**src/rtl/stbs_pkg.sv**
```systemverilog
// Shared constants, codes and control types of the sorted table search unit.
package stbs_pkg;

    // Table geometry
    localparam int TABLE_DEPTH = 1024;
    localparam int IDX_W       = $clog2(TABLE_DEPTH);
    localparam int CNT_W       = IDX_W + 1;
    localparam int DATA_W      = 32;
    localparam int POS_W       = 10;
    localparam int CMD_W       = 2;

    // Command codes
    localparam logic [CMD_W-1:0] CMD_CLEAR  = 2'd0;
    localparam logic [CMD_W-1:0] CMD_APPEND = 2'd1;
    localparam logic [CMD_W-1:0] CMD_SEARCH = 2'd2;

    // Datapath operations driven by the control word
    typedef enum logic [2:0] {
        OP_NONE,
        OP_CLEAR,
        OP_APPEND,
        OP_ZERO,
        OP_SINIT,
        OP_READ,
        OP_CMP
    } dp_op_t;

    // Jump conditions: true goes to target (for dispatch, the decoded command), false goes to alt
    typedef enum logic [2:0] {
        J_ALWAYS,
        J_DISPATCH,
        J_EMPTY,
        J_MISS,
        J_SLOT
    } jump_t;

    // Microprogram step addresses
    typedef enum logic [2:0] {
        S_IDLE,
        S_CLR,
        S_APP,
        S_NOP,
        S_SRCH,
        S_READ,
        S_CMP,
        S_PUSH
    } step_t;

    // One microcode word
    typedef struct packed {
        dp_op_t op;
        jump_t  jmp;
        step_t  target;
        step_t  alt;
        logic   in_ready;
        logic   res_load;
    } ucode_t;

    // Sequencer to datapath
    typedef struct packed {
        dp_op_t op;
        logic   latch;
        logic   push;
    } dp_ctrl_t;

    // Datapath to sequencer
    typedef struct packed {
        logic empty;
        logic match;
        logic slot_free;
    } dp_stat_t;

endpackage

```
**src/rtl/stbs_sequencer.sv**
```systemverilog
// Microcode ROM, step counter and jump logic of the search unit.
module stbs_sequencer
    import stbs_pkg::*;
(
    input  logic             clk,
    input  logic             rst_n,
    input  logic             in_valid,
    input  logic [CMD_W-1:0] command,
    input  dp_stat_t         stat,
    output logic             in_ready,
    output dp_ctrl_t         ctrl
);

    // Control store: one word per step
    function automatic ucode_t ucode(input step_t s);
        ucode_t w;
        w = '{op: OP_NONE, jmp: J_ALWAYS, target: S_IDLE, alt: S_IDLE,
              in_ready: 1'b0, res_load: 1'b0};
        unique case (s)
            S_IDLE: begin
                w.jmp      = J_DISPATCH;
                w.alt      = S_IDLE;
                w.in_ready = 1'b1;
            end
            S_CLR: begin
                w.op     = OP_CLEAR;
                w.target = S_PUSH;
            end
            S_APP: begin
                w.op     = OP_APPEND;
                w.target = S_PUSH;
            end
            S_NOP: begin
                w.op     = OP_ZERO;
                w.target = S_PUSH;
            end
            S_SRCH: begin
                w.op     = OP_SINIT;
                w.target = S_READ;
            end
            S_READ: begin
                w.op     = OP_READ;
                w.jmp    = J_EMPTY;
                w.target = S_PUSH;
                w.alt    = S_CMP;
            end
            S_CMP: begin
                w.op     = OP_CMP;
                w.jmp    = J_MISS;
                w.target = S_READ;
                w.alt    = S_PUSH;
            end
            S_PUSH: begin
                w.jmp      = J_SLOT;
                w.target   = S_IDLE;
                w.alt      = S_PUSH;
                w.res_load = 1'b1;
            end
            default: ;
        endcase
        return w;
    endfunction

    step_t  step_reg;
    step_t  step_next;
    ucode_t uc;
    step_t  dispatch;

    assign uc = ucode(step_reg);

    // Command decode for the dispatch jump
    always_comb
    begin
        unique case (command)
            CMD_CLEAR:  dispatch = S_CLR;
            CMD_APPEND: dispatch = S_APP;
            CMD_SEARCH: dispatch = S_SRCH;
            default:    dispatch = S_NOP;
        endcase
    end

    // Next step
    always_comb
    begin
        unique case (uc.jmp)
            J_ALWAYS:   step_next = uc.target;
            J_DISPATCH: step_next = in_valid ? dispatch : uc.alt;
            J_EMPTY:    step_next = stat.empty ? uc.target : uc.alt;
            J_MISS:     step_next = stat.match ? uc.alt : uc.target;
            J_SLOT:     step_next = stat.slot_free ? uc.target : uc.alt;
            default:    step_next = S_IDLE;
        endcase
    end

    always_ff @(posedge clk or negedge rst_n)
    begin
        if (!rst_n)
            step_reg <= S_IDLE;
        else
            step_reg <= step_next;
    end

    // Control outputs
    assign in_ready   = uc.in_ready;
    assign ctrl.op    = uc.op;
    assign ctrl.latch = uc.in_ready & in_valid;
    assign ctrl.push  = uc.res_load & stat.slot_free;

endmodule

```
**config.mk**
```make
export PLATFORM = sky130hd
export DESIGN_NAME = stbs_sequencer
export DESIGN_NICKNAME = d
export VERILOG_FILES = /design/src/rtl/stbs_pkg.sv /design/src/rtl/stbs_sequencer.sv
export SDC_FILE = /design/constraint.sdc
export NUM_CORES = 1
export LEC_CHECK = 0
export BUFFER_PORTS_ARGS = -buffer_cell sky130_fd_sc_hd__buf_2
export CAP_MARGIN = 20
export CORE_AREA = 2 2 39 41
export CTS_CLUSTER_DIAMETER = 150
export DETAILED_ROUTE_END_ITERATION = 7
export DIE_AREA = 0 0 41 43
export RECOVER_POWER = 50
export SLEW_MARGIN = 25
export SYNTH_ARGS = -nofsm -noshare
export SYNTH_HDL_FRONTEND = slang
export SYNTH_SLANG_ARGS = --single-unit
```
**constraint.sdc**
```tcl
create_clock -name clk -period 1.1 [get_ports clk]
set_input_delay 0.22 -clock clk [delete_from_list [all_inputs] [get_ports clk]]
set_output_delay 0.22 -clock clk [all_outputs]
set_load 0.05 [all_outputs]
```
; Yosys cells after proc, flatten, opt, wreduce, memory -nomap -nowiden
; Cells that the tools add are included.
[classes]
addsub = 0
multipliers = 0
div = 0
n_lt_le_gt_ge = 0
n_eq_ne = 13
n_shift = 0
n_mux = 12
bitwise_logic = 2
reduce_logical = 6
[op_table]
columns = op, count
row1 = case mux 3 bit (6 select lines), 1
row2 = == test 3 bit (second input constant), 5
row3 = case mux 3 bit (5 select lines), 1
row4 = == test 3 x 2 -> 1 bit (second input constant), 4
row5 = two-way mux 3 bit, 4
row6 = case mux 3 bit (2 select lines), 2
row7 = case mux 3 bit (4 select lines), 1
row8 = case mux 3 bit (3 select lines), 1
row9 = == test 3 x 1 -> 1 bit (second input constant), 2
row10 = logical NOT 3 bit, 2
row11 = OR reduction 2 bit, 2
row12 = OR reduction 4 bit, 1
row13 = AND 1 bit, 2
row14 = == test 2 x 1 -> 1 bit (second input constant), 1
row15 = == test 2 bit (second input constant), 1
row16 = logical NOT 2 bit, 1
row17 = two-way mux 1 bit, 2
[word_totals]
ff_bits = 3
latch_bits = 0
mem_bits_rw = 0
mem_bits_ro = 0
output_inout_bits = 6
elab_cells = 34
n_memories = 0

; Longest topological paths before layout
[depth]
word_depth = 5
depth_mapped = 4
depth_no_buf = 4

; Least setup slack after synthesis
; Ideal clock, no wire load.
[synth_path]
path_kind = reg2out
startpoint = register step_reg[1]
endpoint = output port ctrl[1] (netlist bit)
arrival_time_ns = 1.710
slack_ns = -0.830
stages_incl_launch_ff = 3
n_path_buf = 0
cell_sequence = dfrtp_1 > nor3_2 > and2_1
[synth_lines]
columns = element, line_no
row1 = "start, declared", stbs_sequencer.sv:64  ; step_t step_reg;
row2 = "start signal, assigned", stbs_sequencer.sv:100  ; step_reg <= step_next;
row3 = "end, declared", stbs_sequencer.sv:11  ; output dp_ctrl_t ctrl

==> metrics.yaml <==
die:
  io_pins: 14
  die_w_um: 41
  dieArea_um2: 1763
  start_util_pct: 16.46
  fp.dieH_um: 43
  row_count: 14
  coreArea_um2: 1384
timing:
  tns_ns: -1.478
  relSlewSlack_pct: 80.35
  finalHoldViolCount: 0
  setup_violations: 6
  max_freq_ghz: 0.7273
  timing.final.crit_share_pct: 125.0
  rsz0062_at_grt: "yes"
  tightest_slew_ns: 0.2930
  slew_violations: 0
  skew_ns: 0.004455
  layout_setup_ws_ns: -0.2750
  period_minus_slack_ns: 1.375
flow_run:
  cap_violations: 0
logic_synthesis:
  syn_nets: 37
  ys.warnings.count: 0
  synthTopCellsByArea: "dfrtp_1 (33%), ha_1 (16%), nand2_1 (6.6%)"
  yosys.area.top_type: "dfrtp_1"
  synthesis.area_um2: 227.7
  netlist.area_leader.share_pct: 32.97
  ys_types: 15
  synthCells: 26
  syn_avg_cell_area_um2: 8.758
  synth-seq-cells: 3
  yosysSeqAreaShare_pct: 32.97
pwr:
  cellPowerDensity_nw_per_um2: 2989
  ir_worst_vdd_uv: 696.3
  totalPowerFinal_w: 0.001410
  leakage_nw: 0.2338
cts:
  clockBufferDepth: 2
  clkTransAtPathRegs_ns: 0.04
  cts-root-buf: "clkbuf_4"
  cts.htree.levels: 1
  cts_buffers: 3
  clk_latency_ns: 0.23
  cts_tree: "built"
  numClockSinks: 3
cells_and_area:
  syn2layout_area_growth_pct: 107.1
  diodes: 0
  final_cells: 67
  fillers: 153
  largest_reg_flops: 3
  layout_commonest_cell: "buf_4"
  nets: 63
  multi_input_area_um2: 167.7
  drive_above_1_share_pct: 62.75
  layout_common_cells: "buf_4 (9), buf_2 (6)"
  ff_latch_area_um2: 78.83
  final_util_pct: 34.09
setup_path:
  required_ns: 0.88
  path_class: "flop to primary output"
  end_kind: "primary output"
  arrival_ns: 1.15
  crit_slowest_cell: "dfrtp_2"
  slowest_delay_ns: 0.42
  path_cells: "nand2_1 > and2_2 > buf_4"
  crit_fanout: 6
  critPathLaunchType: "flop"
place:
  gp_congestion: 0.6911
  dp_cells: 61
  io_buffers: 13
routing:
  drtIter0Drc: 5
  wl_per_cell_um: 9.433
  vias: 275
  ant_nets: 0
  drtPass1Iterations: 2
  viasPerCell: 4.104
  routed_wirelength_um: 632
  route.detailed.drc: 0
grt:
  track_usage_pct: 10.46
  grt_max_degree: 7
  grt_first_pass_wirelength_um: 1117
  grt_pass1_vias: 301
  antenna_found_initial: 0
  grt.overflow.total: 0
run_status:
  status: "finished, violations left"
  violations: "setup timing"
worst_hold_path:
  min_path_type: "input pin to flop"
[layer usage]
layer	wire, µm	GRT usage [%]	vias up
met3	37	3.141	2
met4	19	14.00	0
met5	0	0	-
met2	327	14.37	10
met1	248	10.03	123
li1	-	-	140
[final cells by class]
| class | instances | area share [%] |
|---|---|---|
| well taps | 16 | 4.244 |
| multi-input cells | 20 | 35.54 |
| clock buffers | 4 | 5.570 |
| inverters | 3 | 2.387 |
| repair buffers | 21 | 35.54 |
| flip-flops and latches | 3 | 16.71 |
[repair_timing]
action | in CTS | in global routing
hold buffers | 1 | 0
buffers inserted | 1 | 0
hold endpoints to repair | 3 | 0
pin swaps | 1 | 2
endpoints found under the setup margin | 8 | 8
resized for setup | 16 | 2
[report_power, final]
group	switching, W	leakage (nW)	internal (W)	total, W
clock network	0.0000565	0.0150	0.000136	0.000192
registers	0.0000784	0.0292	0.000170	0.000249
logic	0.000569	0.190	0.000399	0.000969
total	0.000704	0.234	0.000706	0.00141
[stage by stage]
stage	area (µm²)	setup WS (ns)	hold slack [ns]
CTS	464.2	-0.2827	0.2460
detailed placement	374.1	-0.1284	0.01928
floorplan	244.0	-0.4490	-0.07559
finish	471.7	-0.2750	0.2548
global route	471.7	-0.3294	0.2668
global placement	374.1	-0.1293	0.01780
[worst paths after layout]
kind                       slack (ns)         from           to  depth (start not counted)
setup / recovery                -0.27  step_reg[0]      ctrl[3]                          3
hold / removal                   0.25     in_valid  step_reg[2]                          3
setup reg to reg                 0.02  step_reg[1]  step_reg[0]                          5
hold reg to reg                  0.55  step_reg[2]  step_reg[0]                          1
max in group asynchronous        0.60        rst_n  step_reg[1]                          2
min in group asynchronous        0.33        rst_n  step_reg[0]                          2
[cells by family after synthesis]
family,count (synthesis),share of synthesized area (%)
AOI/OAI and AO/OA,8,24.72
buffers and inverters,3,4.945
and+or+nand+nor,9,20.88
adders and majority gates,3,16.49
DFF,3,32.97
[worst max-delay path, delay by kind of cell, from the launching register on]
family,cells,cell delay [ns]
buffers and inverters,1,0.18
and+or+nand+nor,2,0.32
DFF,1,0.42
[cells in the mapped netlist, drive strengths merged]
library cell and instances:
a211oi 2, a21boi 1, a21oi 2, a32oi 1, and2 2, dfrtp 3
ha 3, inv 3, nand2 4, nor2 2, nor3 1, o21ai 2
No activity file was read; power rests on OpenSTA's default activity.
